### config.mk
export PLATFORM = sky130hd
export DESIGN_NAME = six_track_gate_step_sequencer_unit
export DESIGN_NICKNAME = d
export VERILOG_FILES = /design/src/gss_pkg.sv /design/src/gss_pattern.sv /design/src/six_track_gate_step_sequencer_unit.sv
export SDC_FILE = /design/constraint.sdc
export NUM_CORES = 1
export LEC_CHECK = 0
export BUFFER_PORTS_ARGS = -buffer_cell sky130_fd_sc_hd__buf_4
export CAP_MARGIN = 20
export CELL_PAD_IN_SITES_DETAIL_PLACEMENT = 1
export CELL_PAD_IN_SITES_GLOBAL_PLACEMENT = 1
export CORE_MARGIN = 3
export CORE_UTILIZATION = 44
export DETAILED_ROUTE_END_ITERATION = 10
export HOLD_SLACK_MARGIN = 0.03
export PLACE_DENSITY_LB_ADDON = 0.1
export REMOVE_ABC_BUFFERS = 1
export SLEW_MARGIN = 30
export SYNTH_ARGS = -nofsm -noshare
export SYNTH_HDL_FRONTEND = slang
export SYNTH_SLANG_ARGS = --single-unit
export TNS_END_PERCENT = 10
### constraint.sdc
create_clock -name clk -period 3.29 [get_ports clk]
set_input_delay 0.1645 -clock clk [delete_from_list [all_inputs] [get_ports clk]]
set_output_delay 0.1645 -clock clk [all_outputs]
set_load 0.05 [all_outputs]
### src/gss_pkg.sv
// shared constants and types for the six-track gate step sequencer
package gss_pkg;

	localparam int TRACKS = 6;
	localparam int STEPS = 8;
	localparam int TRACK_W = 3;
	localparam int STEP_W = 3;

	// play mode codes
	localparam logic [1:0] MODE_DEFAULT = 2'd0;
	localparam logic [1:0] MODE_DIVIDE = 2'd1;
	localparam logic [1:0] MODE_ACTIVE = 2'd2;

	// clock input sample codes
	localparam logic [1:0] CLK_ZERO = 2'd0;
	localparam logic [1:0] CLK_POS = 2'd1;

	localparam logic [15:0] PERIOD_RESET = 16'd1024;

	// button and lamp bit positions
	localparam int BTN_DIVIDE = 6;
	localparam int BTN_ACTIVE = 7;
	localparam int BTN_STEP0 = 8;

	typedef logic [STEPS-1:0] row_t;

	typedef struct packed {
		logic en;
		logic [TRACK_W-1:0] track;
		row_t mask;
	} toggle_t;

endpackage

### src/gss_pattern.sv
// gate pattern store: one row of step cells per track, toggled by step buttons
module gss_pattern (
	input logic clk,
	input logic arst_n,
	input gss_pkg::toggle_t toggle,
	output gss_pkg::row_t rows [gss_pkg::TRACKS]
);
	import gss_pkg::*;

	row_t rows_q [TRACKS];

	always_ff @(posedge clk or negedge arst_n) begin
		if (!arst_n) begin
			for (int t = 0; t < TRACKS; t++) begin
				rows_q[t] <= '0;
			end
		end else if (toggle.en && (toggle.track < TRACK_W'(TRACKS))) begin
			rows_q[toggle.track] <= rows_q[toggle.track] ^ toggle.mask;
		end
	end

	always_comb begin
		for (int t = 0; t < TRACKS; t++) begin
			rows[t] = rows_q[t];
		end
	end

endmodule

### src/six_track_gate_step_sequencer_unit.sv
// top level of the six-track, eight-step gate sequencer
// Each input beat is one sample tick carrying the clock level and 16 button levels; each
// accepted beat yields exactly one output beat with the gate and lamp levels after that
// tick. All of a tick's work is one pass of shallow logic from the registered state into
// the gate and lamp registers, which also hold the output beat, so a new beat is taken in
// every cycle, held back only while an output beat waits unread.
// trigger_period may be written whenever no tick is in flight; it takes effect on the next.
module six_track_gate_step_sequencer_unit (
	input logic clk,
	input logic arst_n,
	input logic cfg_valid,
	output logic cfg_ready,
	input logic [15:0] cfg_data,
	input logic in_valid,
	output logic in_ready,
	input logic [1:0] clock_level,
	input logic [15:0] button_levels,
	output logic out_valid,
	input logic out_ready,
	output logic [gss_pkg::TRACKS-1:0] gate_outputs,
	output logic [15:0] lamp_outputs
);
	import gss_pkg::*;

	logic [15:0] period_q;
	logic [STEP_W-1:0] step_q;
	logic [TRACK_W-1:0] sel_q;
	logic seen_high_q;
	logic [15:0] timer_q;
	logic [1:0] mode_q;
	logic div_held_q;
	logic act_held_q;
	row_t step_held_q;
	logic [TRACKS-1:0] gate_q;
	logic [15:0] lamp_q;
	logic out_valid_q;

	logic accept;
	row_t rows [TRACKS];
	toggle_t toggle;

	logic [STEP_W-1:0] step_n;
	logic [STEP_W-1:0] prev_step;
	logic [TRACK_W-1:0] sel_n;
	logic seen_high_n;
	logic [15:0] timer_n;
	logic [15:0] timer_inc;
	logic [1:0] mode_n;
	logic [TRACKS-1:0] gate_n;
	logic [TRACKS-1:0] column;
	logic [TRACKS-1:0] track_lamps;
	row_t step_lamps;
	row_t row_old;
	row_t row_new;
	row_t step_btn;
	row_t step_rise;
	logic rise;
	logic track_hit;
	logic div_btn;
	logic act_btn;

	assign accept = in_valid && in_ready;
	assign in_ready = !out_valid_q || out_ready;
	assign cfg_ready = 1'b1;
	assign out_valid = out_valid_q;
	assign gate_outputs = gate_q;
	assign lamp_outputs = lamp_q;

	gss_pattern u_pattern (
		.clk(clk),
		.arst_n(arst_n),
		.toggle(toggle),
		.rows(rows)
	);

	always_comb begin
		step_btn = button_levels[BTN_STEP0 +: STEPS];
		div_btn = button_levels[BTN_DIVIDE];
		act_btn = button_levels[BTN_ACTIVE];
		track_lamps = lamp_q[TRACKS-1:0];
		step_lamps = lamp_q[BTN_STEP0 +: STEPS];
		gate_n = gate_q;
		step_n = step_q;
		seen_high_n = seen_high_q;
		mode_n = mode_q;
		sel_n = sel_q;
		track_hit = 1'b0;

		if (sel_q < TRACK_W'(TRACKS)) begin
			track_lamps[sel_q] = 1'b1;
			row_old = rows[sel_q];
		end else begin
			row_old = '0;
		end

		// gates load the current column on a clock rise
		for (int t = 0; t < TRACKS; t++) begin
			column[t] = rows[t][step_q];
		end
		prev_step = step_q - 1'b1;
		rise = (clock_level == CLK_POS) && !seen_high_q;
		if (rise) begin
			seen_high_n = 1'b1;
			gate_n = column;
			if (mode_q == MODE_DEFAULT) begin
				step_lamps[prev_step] = row_old[prev_step];
				step_lamps[step_q] = !row_old[step_q];
			end
			step_n = step_q + 1'b1;
		end else if (clock_level == CLK_ZERO) begin
			seen_high_n = 1'b0;
		end

		timer_inc = timer_q + 16'd1;
		timer_n = timer_inc;
		if (timer_inc == period_q) begin
			timer_n = '0;
			gate_n = '0;
		end

		if (div_btn && !div_held_q) begin
			mode_n = (mode_q == MODE_DIVIDE) ? MODE_DEFAULT : MODE_DIVIDE;
		end
		if (act_btn && !act_held_q) begin
			mode_n = MODE_ACTIVE;
		end

		// highest pressed track wins; every track passed over goes dark
		for (int t = 0; t < TRACKS; t++) begin
			if (button_levels[t]) begin
				track_hit = 1'b1;
				sel_n = TRACK_W'(t);
			end
		end
		if (track_hit) begin
			if (sel_q < TRACK_W'(TRACKS)) begin
				track_lamps[sel_q] = 1'b0;
			end
			for (int t = 0; t < TRACKS; t++) begin
				if (button_levels[t] && (TRACK_W'(t) != sel_n)) begin
					track_lamps[t] = 1'b0;
				end
			end
			step_lamps = rows[sel_n];
		end

		step_rise = step_btn & ~step_held_q;
		row_new = (sel_n < TRACK_W'(TRACKS)) ? (rows[sel_n] ^ step_rise) : '0;
		step_lamps = (step_lamps & ~step_rise) | (row_new & step_rise);

		toggle.en = accept && (|step_rise) && (sel_n < TRACK_W'(TRACKS));
		toggle.track = sel_n;
		toggle.mask = step_rise;
	end

	always_ff @(posedge clk or negedge arst_n) begin
		if (!arst_n) begin
			period_q <= PERIOD_RESET;
		end else if (cfg_valid) begin
			period_q <= cfg_data;
		end
	end

	always_ff @(posedge clk or negedge arst_n) begin
		if (!arst_n) begin
			step_q <= '0;
			sel_q <= '0;
			seen_high_q <= 1'b0;
			timer_q <= '0;
			mode_q <= MODE_DEFAULT;
			div_held_q <= 1'b0;
			act_held_q <= 1'b0;
			step_held_q <= '0;
			gate_q <= '0;
			lamp_q <= '0;
		end else if (accept) begin
			step_q <= step_n;
			sel_q <= sel_n;
			seen_high_q <= seen_high_n;
			timer_q <= timer_n;
			mode_q <= mode_n;
			div_held_q <= div_btn;
			act_held_q <= act_btn;
			step_held_q <= step_btn;
			gate_q <= gate_n;
			lamp_q[TRACKS-1:0] <= track_lamps;
			// mode lamps reflect the mode at the start of the tick
			lamp_q[BTN_DIVIDE] <= (mode_q == MODE_DIVIDE);
			lamp_q[BTN_ACTIVE] <= (mode_q != MODE_DEFAULT) && (mode_q != MODE_DIVIDE);
			lamp_q[BTN_STEP0 +: STEPS] <= step_lamps;
		end
	end

	always_ff @(posedge clk or negedge arst_n) begin
		if (!arst_n) begin
			out_valid_q <= 1'b0;
		end else if (accept) begin
			out_valid_q <= 1'b1;
		end else if (out_ready) begin
			out_valid_q <= 1'b0;
		end
	end

endmodule

==> out/results.ini, run 1 <==
[drt]
wl_per_cell_um = 22.58
drt-total-wl_mm = 26.58
drtPass1Iterations = 6
dr_total_vias = 7315
drt_iter0_drc = 618
vias_per_cell = 6.215
drc_errors = 0
ant_nets = 0

[die]
start_util = 0.4545
die_area_um2 = 18990
std_cell_rows = 47
die_y_um = 137.8
io_pins = 64
die_x_um = 137.8
core_um2 = 16820

[critical_path]
cp_max_fo = 11
path_class = flop to flop
crit_start = timer_q[0]
cp_slowest_stage_delay_ns = 0.50
start_kind = flop
critPathBufInv = 0
crit_family = simple AND/OR/NAND/NOR gates
crit_path_cell_trace = ha_1 -> nand4_1 -> or4_1 -> a21boi_0 -> o21ai_0 -> o2bb2ai_2 -> nor2_2 -> o22ai_1
worst_path_max_delay_cell = or4_1
arrival_ns = 3.23
critPathRequiredTime_ns = 3.59
reg2reg_from = timer_q[0]
cp-end-kind = flop

[timing]
hold_slack_ns = 0.07851
tightestPinTransition_ns = 0.7358
finalClockSkew_ns = 0.01323
relSlewSlack = 0.5057
rsz0062_at_grt = no
drv_slew = 0
timing.fmax_mhz = 340.7
hold_viol = 0
finalCritPeriodShare = 0.8921
fin_crit_ns = 2.935
setup_violations = 0
final.setup.tns_ns = 0

[synthesis]
synthAdderAreaFrac = 0.004911
synth_compound_area_frac = 0.2048
synth_simple_gate_area_frac = 0.2081
ys_seq_area_frac = 0.3996
synth_top_family_by_area = simple AND/OR/NAND/NOR gates
synth_area_um2 = 7644
synthArstFlopShare = 1.000
synth_edf_count = 0
ys_warn_count = 0
synth_mux_area_frac = 0.1103
synth.distinct_cells = 78
ys_seq_elements = 122
avgSynthCellArea_um2 = 8.826
synth_flop_cell = dfrtp_1
syn_inst = 866
synth-xor-area-share = 0.03208

[layout]
fin_nets = 986
areaGrowthSynthToFinish_pct = 20.99
layout_common_cells = 134 x nand2_1, 121 x dfrtp_1, 86 x buf_4
drive_above_1_share = 0.1850
insertedDiodeCount = 0
fin_util = 0.5498
final_common_cell = nand2_1

[hold_path]
hp-class = input pin to flop
worstHoldStart = out_ready

[run_status]
status = complete, no violations

[placed_design]
place.gp.congestion = 0.9293
hpwl_mm = 19.14
io_buffers = 62

[cts]
h-tree-depth = 4
numCtsBuffers = 17
postCtsSetupBuffers = 0
cts.sink_count = 122
clk_pin_slew_ns = 0.06
cts-root-buf = clkbuf_16
insertion_delay_ns = 0.44
cts_tree = built
clock_path_buffers = 2

[grt]
grt_start_max_net_pins = 52
grt_pass1_wl_mm = 42.22
grt_pass1_vias = 7574
grt_usage = 0.2901
grt_antenna_before_repair = 0
grt_overflow = 0

[power_and_ir_drop]
p_leak_nw = 3.870
ir_worst_vdd_mv = 0.4271
power_per_cell_area_nw_per_um2 = 756.0

[flow_run]
drv_cap = 0

## what timing repair did
action | CTS | global route
endpoints found under the setup margin | 0 | 8
gates resized for setup | 0 | 1
hold buffers | 29 | 0
hold endpoints to repair | 54 | 0
## worst paths after layout
| check | to | slack [ns] | cells after the start |
|---|---|---|---|
| max in group asynchronous | period_q[10] | 2.40 | 3 |
| hold / removal | out_valid | 0.08 | 3 |
| setup reg to reg | gate_outputs[4] | 0.36 | 8 |
| setup / recovery | gate_outputs[4] | 0.36 | 8 |
| hold reg to reg | step_held_q[6] | 0.48 | 2 |
| min in group asynchronous | out_valid | 0.23 | 2 |
## where the power goes
group          switching, mW  leakage [nW]  internal, mW
combinational           1.67          2.06          1.03
clock                  0.749         0.287          1.19
sequential             0.475          1.52          1.87
total                   2.89          3.87          4.10
## Yosys cell counts, types with 12 or more instances
master | number | share of area
nor2b_1 | 15 | 0.012
o22ai_1 | 25 | 0.020
dfrtp_1 | 121 | 0.40
clkbuf_1 | 31 | 0.015
nor3_1 | 23 | 0.015
nand2b_1 | 14 | 0.011
nor2_1 | 71 | 0.035
xnor2_1 | 21 | 0.024
mux2_2 | 24 | 0.035
buf_2 | 13 | 0.0085
nand3_1 | 13 | 0.0085
mux2i_1 | 37 | 0.048
nand2_1 | 134 | 0.066
a21oi_1 | 46 | 0.030
o21ai_0 | 70 | 0.046
a22oi_1 | 12 | 0.012
## worst register-to-register path, cell delays in order (launching register included)
cell	delay, ns
dfrtp_1	0.48
ha_1	0.31
nand4_1	0.29
or4_1	0.50
a21boi_0	0.19
o21ai_0	0.18
o2bb2ai_2	0.24
nor2_2	0.43
o22ai_1	0.18
## metal layers
| metal | track usage | wire length, µm | up-vias |
|---|---|---|---|
| met5 | 0 | 0 | - |
| met4 | 0.1169 | 864 | 0 |
| met3 | 0.04456 | 1264 | 62 |
| met2 | 0.4967 | 13270 | 252 |
| met1 | 0.3669 | 11190 | 3703 |
| li1 | - | - | 3298 |
## cells by family after synthesis
family / after synthesis
and+or+nand+nor: 328
AOI/OAI and AO/OA: 244
DFF: 122
muxes: 70
buffers and inverters: 70
xor gates and xnor gates: 28
adders and majority gates: 3
other: 1
## stage by stage
stage | setup slack (ns) | power (mW) | area (µm²) | instances
after floorplan | -0.1942 | 3.984 | 7385 | 808
after global placement | 0.4085 | 4.875 | 8327 | 1115
after detailed placement | 0.3437 | 4.985 | 8354 | 1116
after CTS | 0.1932 | 6.983 | 9245 | 1177
after global routing | 0.2183 | 7.363 | 9248 | 1177
final | 0.3551 | 6.991 | 9248 | 1177
## final cells by class
| class | count | area (µm²) |
|---|---|---|
| Inverter | 12 | 45.04 |
| Fill cell | 1965 | 7571 |
| Multi-Input combinational cell | 674 | 4289 |
| Clock inverter | 14 | 171.4 |
| Clock buffer | 18 | 429.2 |
| Sequential cell | 122 | 3054 |
| Tap cell | 220 | 275.3 |
| Timing Repair Buffer | 117 | 983.4 |
## registers in the layout (all words and copies together), names as in the netlist, named ones only
register / cells
timer_q: 16
u_pattern.rows: 48
seen_high_q: 1
act_held_q: 1
gate_outputs: 6
div_held_q: 1
mode_q: 2
step_held_q: 8
sel_q: 3
lamp_outputs: 8
period_q: 16
out_valid: 1
step_q: 3
Power figures use the tool's default switching activity.
==> run 2: changes to the inputs <==
--- a/config.mk
+++ b/config.mk
@@ -18,5 +18,6 @@
 export SLEW_MARGIN = 30
 export SYNTH_ARGS = -nofsm -noshare
 export SYNTH_HDL_FRONTEND = slang
+export SYNTH_HIERARCHICAL = 1
 export SYNTH_SLANG_ARGS = --single-unit
 export TNS_END_PERCENT = 10
==> run 2 against run 1 <==
  * The run now ends with design-rule violations left
  * Clock power shrank 4%
  * Largest cell class unchanged
  * Routed wire length rose by 10%
  * Fmax decreased by 2.6%
  * Synthesized cell count rose by 12%
  * Critical path depth increased by 4
  * Cell area grew 8.5%
==> out/results.ini, run 2 <==
[synthesis]
synth.largest_area_cell = dfrtp_1
ys_seq_area_frac = 0.3625  ; -0.03703
synth_flop_cell = dfrtp_1
ys_warn_count = 6  ; +6
synth_edf_count = 0  ; unchanged
synthArstFlopShare = 1.000  ; unchanged
synth_top_area_frac = 0.3594  ; -0.03671
synth.distinct_cells = 84  ; +7.7%
syn_inst = 969  ; +12%
avgSynthCellArea_um2 = 8.694  ; -1.5%
ys_seq_elements = 122  ; unchanged
synth.most_common_cell = nand2_1
synth_common_cells = 155 x nand2_1, 121 x dfrtp_1, 67 x o21ai_0
synth_area_um2 = 8424  ; +10%
ys_top_cells_by_area = dfrtp_1 36%, nand2_1 6.9%, mux2_2 5.7%

[die]
io_pins = 64  ; unchanged
start_util = 0.4580  ; +0.003556
die_area_um2 = 20840  ; +9.8%
core_um2 = 18390  ; +9.4%
std_cell_rows = 49  ; +4.3%
die_y_um = 144.4  ; +4.8%
die_x_um = 144.4  ; +4.8%

[power_and_ir_drop]
power_per_cell_area_nw_per_um2 = 763.6  ; +1.0%
p_leak_nw = 4.168  ; +7.7%
ir_worst_vdd_mv = 0.4272  ; about the same
finalPower_mw = 7.658  ; +9.5%

[grt]
grt_overflow = 0  ; unchanged
grt_pass1_vias = 8196  ; +8.2%
grt_pass1_wl_mm = 46.91  ; +11%
grt_start_max_net_pins = 55  ; +5.8%
grt_usage = 0.2904  ; about the same
grt_antenna_before_repair = 0  ; unchanged

[drt]
drt-total-wl_mm = 29.31  ; +10%
drc_errors = 3  ; +3
drt_iter0_drc = 894  ; +45%
vias_per_cell = 6.382  ; +2.7%
ant_nets = 0  ; unchanged
drtPass1Iterations = 11  ; +5
dr_total_vias = 8201  ; +12%
wl_per_cell_um = 22.81  ; +1.0%

[timing]
fin_crit_ns = 3.014  ; +0.07904 ns
finalCritPeriodShare = 0.9161  ; +0.02402
rsz0062_at_grt = no
drv_slew = 0  ; unchanged
hold_slack_ns = 0.1024  ; +0.02392 ns
hold_viol = 0  ; unchanged
final.setup.tns_ns = 0  ; unchanged
setup_violations = 0  ; unchanged
tightestPinTransition_ns = 0.7190  ; -0.01676 ns
finalClockSkew_ns = 0.01324  ; +0.00001430 ns
timing.fmax_mhz = 331.8  ; -2.6%
fin_ws_ns = 0.2760  ; -0.07904 ns
relSlewSlack = 0.5172  ; +0.01150

[critical_path]
critPathRequiredTime_ns = 3.63  ; +0.04 ns
r2r_cells = 10  ; +2
cp_max_fo = 13  ; +2
start_kind = input pin
arrival_ns = 3.36  ; +0.13 ns
path_class = input pin to flop
cp-end-kind = flop

[placed_design]
place.gp.congestion = 0.9143  ; -1.6%
io_buffers = 62  ; unchanged
pre_cts_ws_ns = 0.4531  ; +0.1094 ns
hpwl_mm = 20.76  ; +8.5%
place_area_um2 = 9158  ; +9.6%

[cts]
cts-root-buf = clkbuf_16
post_cts_resized = 0  ; unchanged
h-tree-depth = 4  ; unchanged
cts.sink_count = 122  ; unchanged
clock_path_buffers = 2  ; unchanged
cts_tree = built
numCtsBuffers = 17  ; unchanged
insertion_delay_ns = 0.43  ; about the same
clk_pin_slew_ns = 0.06  ; about the same

[layout]
insertedDiodeCount = 0  ; unchanged
stdcell_area_um2 = 10030  ; +8.5%
final_common_cell = nand2_1
areaGrowthSynthToFinish_pct = 19.06
largest_reg_flops = 48  ; unchanged
fill_cells = 2159  ; +9.9%
drive_above_1_share = 0.1903  ; +0.005388
fin_nets = 1085  ; +10%
layout_common_cells = 154 x nand2_1, 121 x dfrtp_1, 100 x buf_4

[hold_path]
hold_path_depth = 3  ; unchanged
hp-class = input pin to flop

[flow_run]
drv_cap = 0  ; unchanged

[run_status]
violations = design-rule violations
status = finished with violations

## run 2: changes by cell type in the layout (fill, tap and decap cells not counted), moves of 15 or more
cell / previous run / this run
o2111ai_1: 4 / 19
mux2i_1: 37 / 20
nor2_1: 70 / 35
nand2_1: 134 / 154
nand3_1: 13 / 41
a21oi_1: 46 / 31
o22ai_1: 25 / 10
mux2_2: 24 / 43
## run 2: path summary, 6_finish.rpt
kind	from	endpoint	slack, ns
setup / recovery	button_levels[14]	u_pattern/rows[9]	0.28
max in group asynchronous	arst_n	u_pattern/rows[33]	2.19
hold / removal	button_levels[0]	lamp_outputs[0]	0.10
min in group asynchronous	arst_n	period_q[6]	0.33
hold reg to reg	step_held_q[6]	step_held_q[6]	0.47
setup reg to reg	step_held_q[6]	u_pattern/rows[9]	0.33
## run 2: report_power, final
| part | total, mW | switching (mW) | internal [mW] |
|---|---|---|---|
| combinational | 3.28 | 1.96 | 1.32 |
| sequential | 2.52 | 0.621 | 1.90 |
| clock | 1.86 | 0.725 | 1.13 |
## run 2: repair_timing
| action | 4_1_cts | 5_1_grt |
|---|---|---|
| hold buffers | 30 | 0 |
| setup buffers | 0 | 0 |
| endpoints found under the hold margin | 81 | 0 |
## run 2: through the flow
step	instances	utilization
2_1_floorplan	892	-
3_3_place_gp	1223	0.4979
3_5_place_dp	1223	0.4979
4_1_cts	1285	0.5453
5_1_grt	1285	0.5453
6_report	1285	0.5453
## run 2: kinds of logic after synthesis
group,Yosys count,synth area share
compound gates,250,0.2078
fa+ha+maj,3,0.004456
mux,71,0.1017
xor+xnor,28,0.03089
buf+inv,100,0.05139
flops,122,0.3625
other cells,1,0.0004451
simple gates,394,0.2408
## run 2: critical path: stages
cell and delay (ns):
dlygate4sd3_1 0.55, buf_4 0.14, nand2b_1 0.14, inv_1 0.19, or4_1 0.57, o21ai_0 0.41, a21oi_1 0.12, buf_4 0.22
and2_1 0.17, nand2_1 0.40, nand2_1 0.16, o211ai_1 0.11
## run 2: cell type report
cell class | instances | area [µm²] | share of cell area
flip-flops and latches | 122 | 3054 | 0.3045
inverters | 23 | 86.33 | 0.008608
clock buffers | 21 | 450.4 | 0.04491
clock inverters | 11 | 121.4 | 0.01210
repair buffers | 132 | 1091 | 0.1088
multi-input cells | 747 | 4940 | 0.4925
well taps | 229 | 286.5 | 0.02857
## run 2: layer usage
| metal | vias up | global-route usage | share of wire |
|---|---|---|---|
| met5 | - | 0 | 0 |
| met2 | 295 | 0.4553 | 0.47 |
| met4 | 0 | 0.09475 | 0.022 |
| li1 | 3749 | - | - |
| met1 | 4103 | 0.4105 | 0.46 |
| met3 | 54 | 0.04828 | 0.057 |
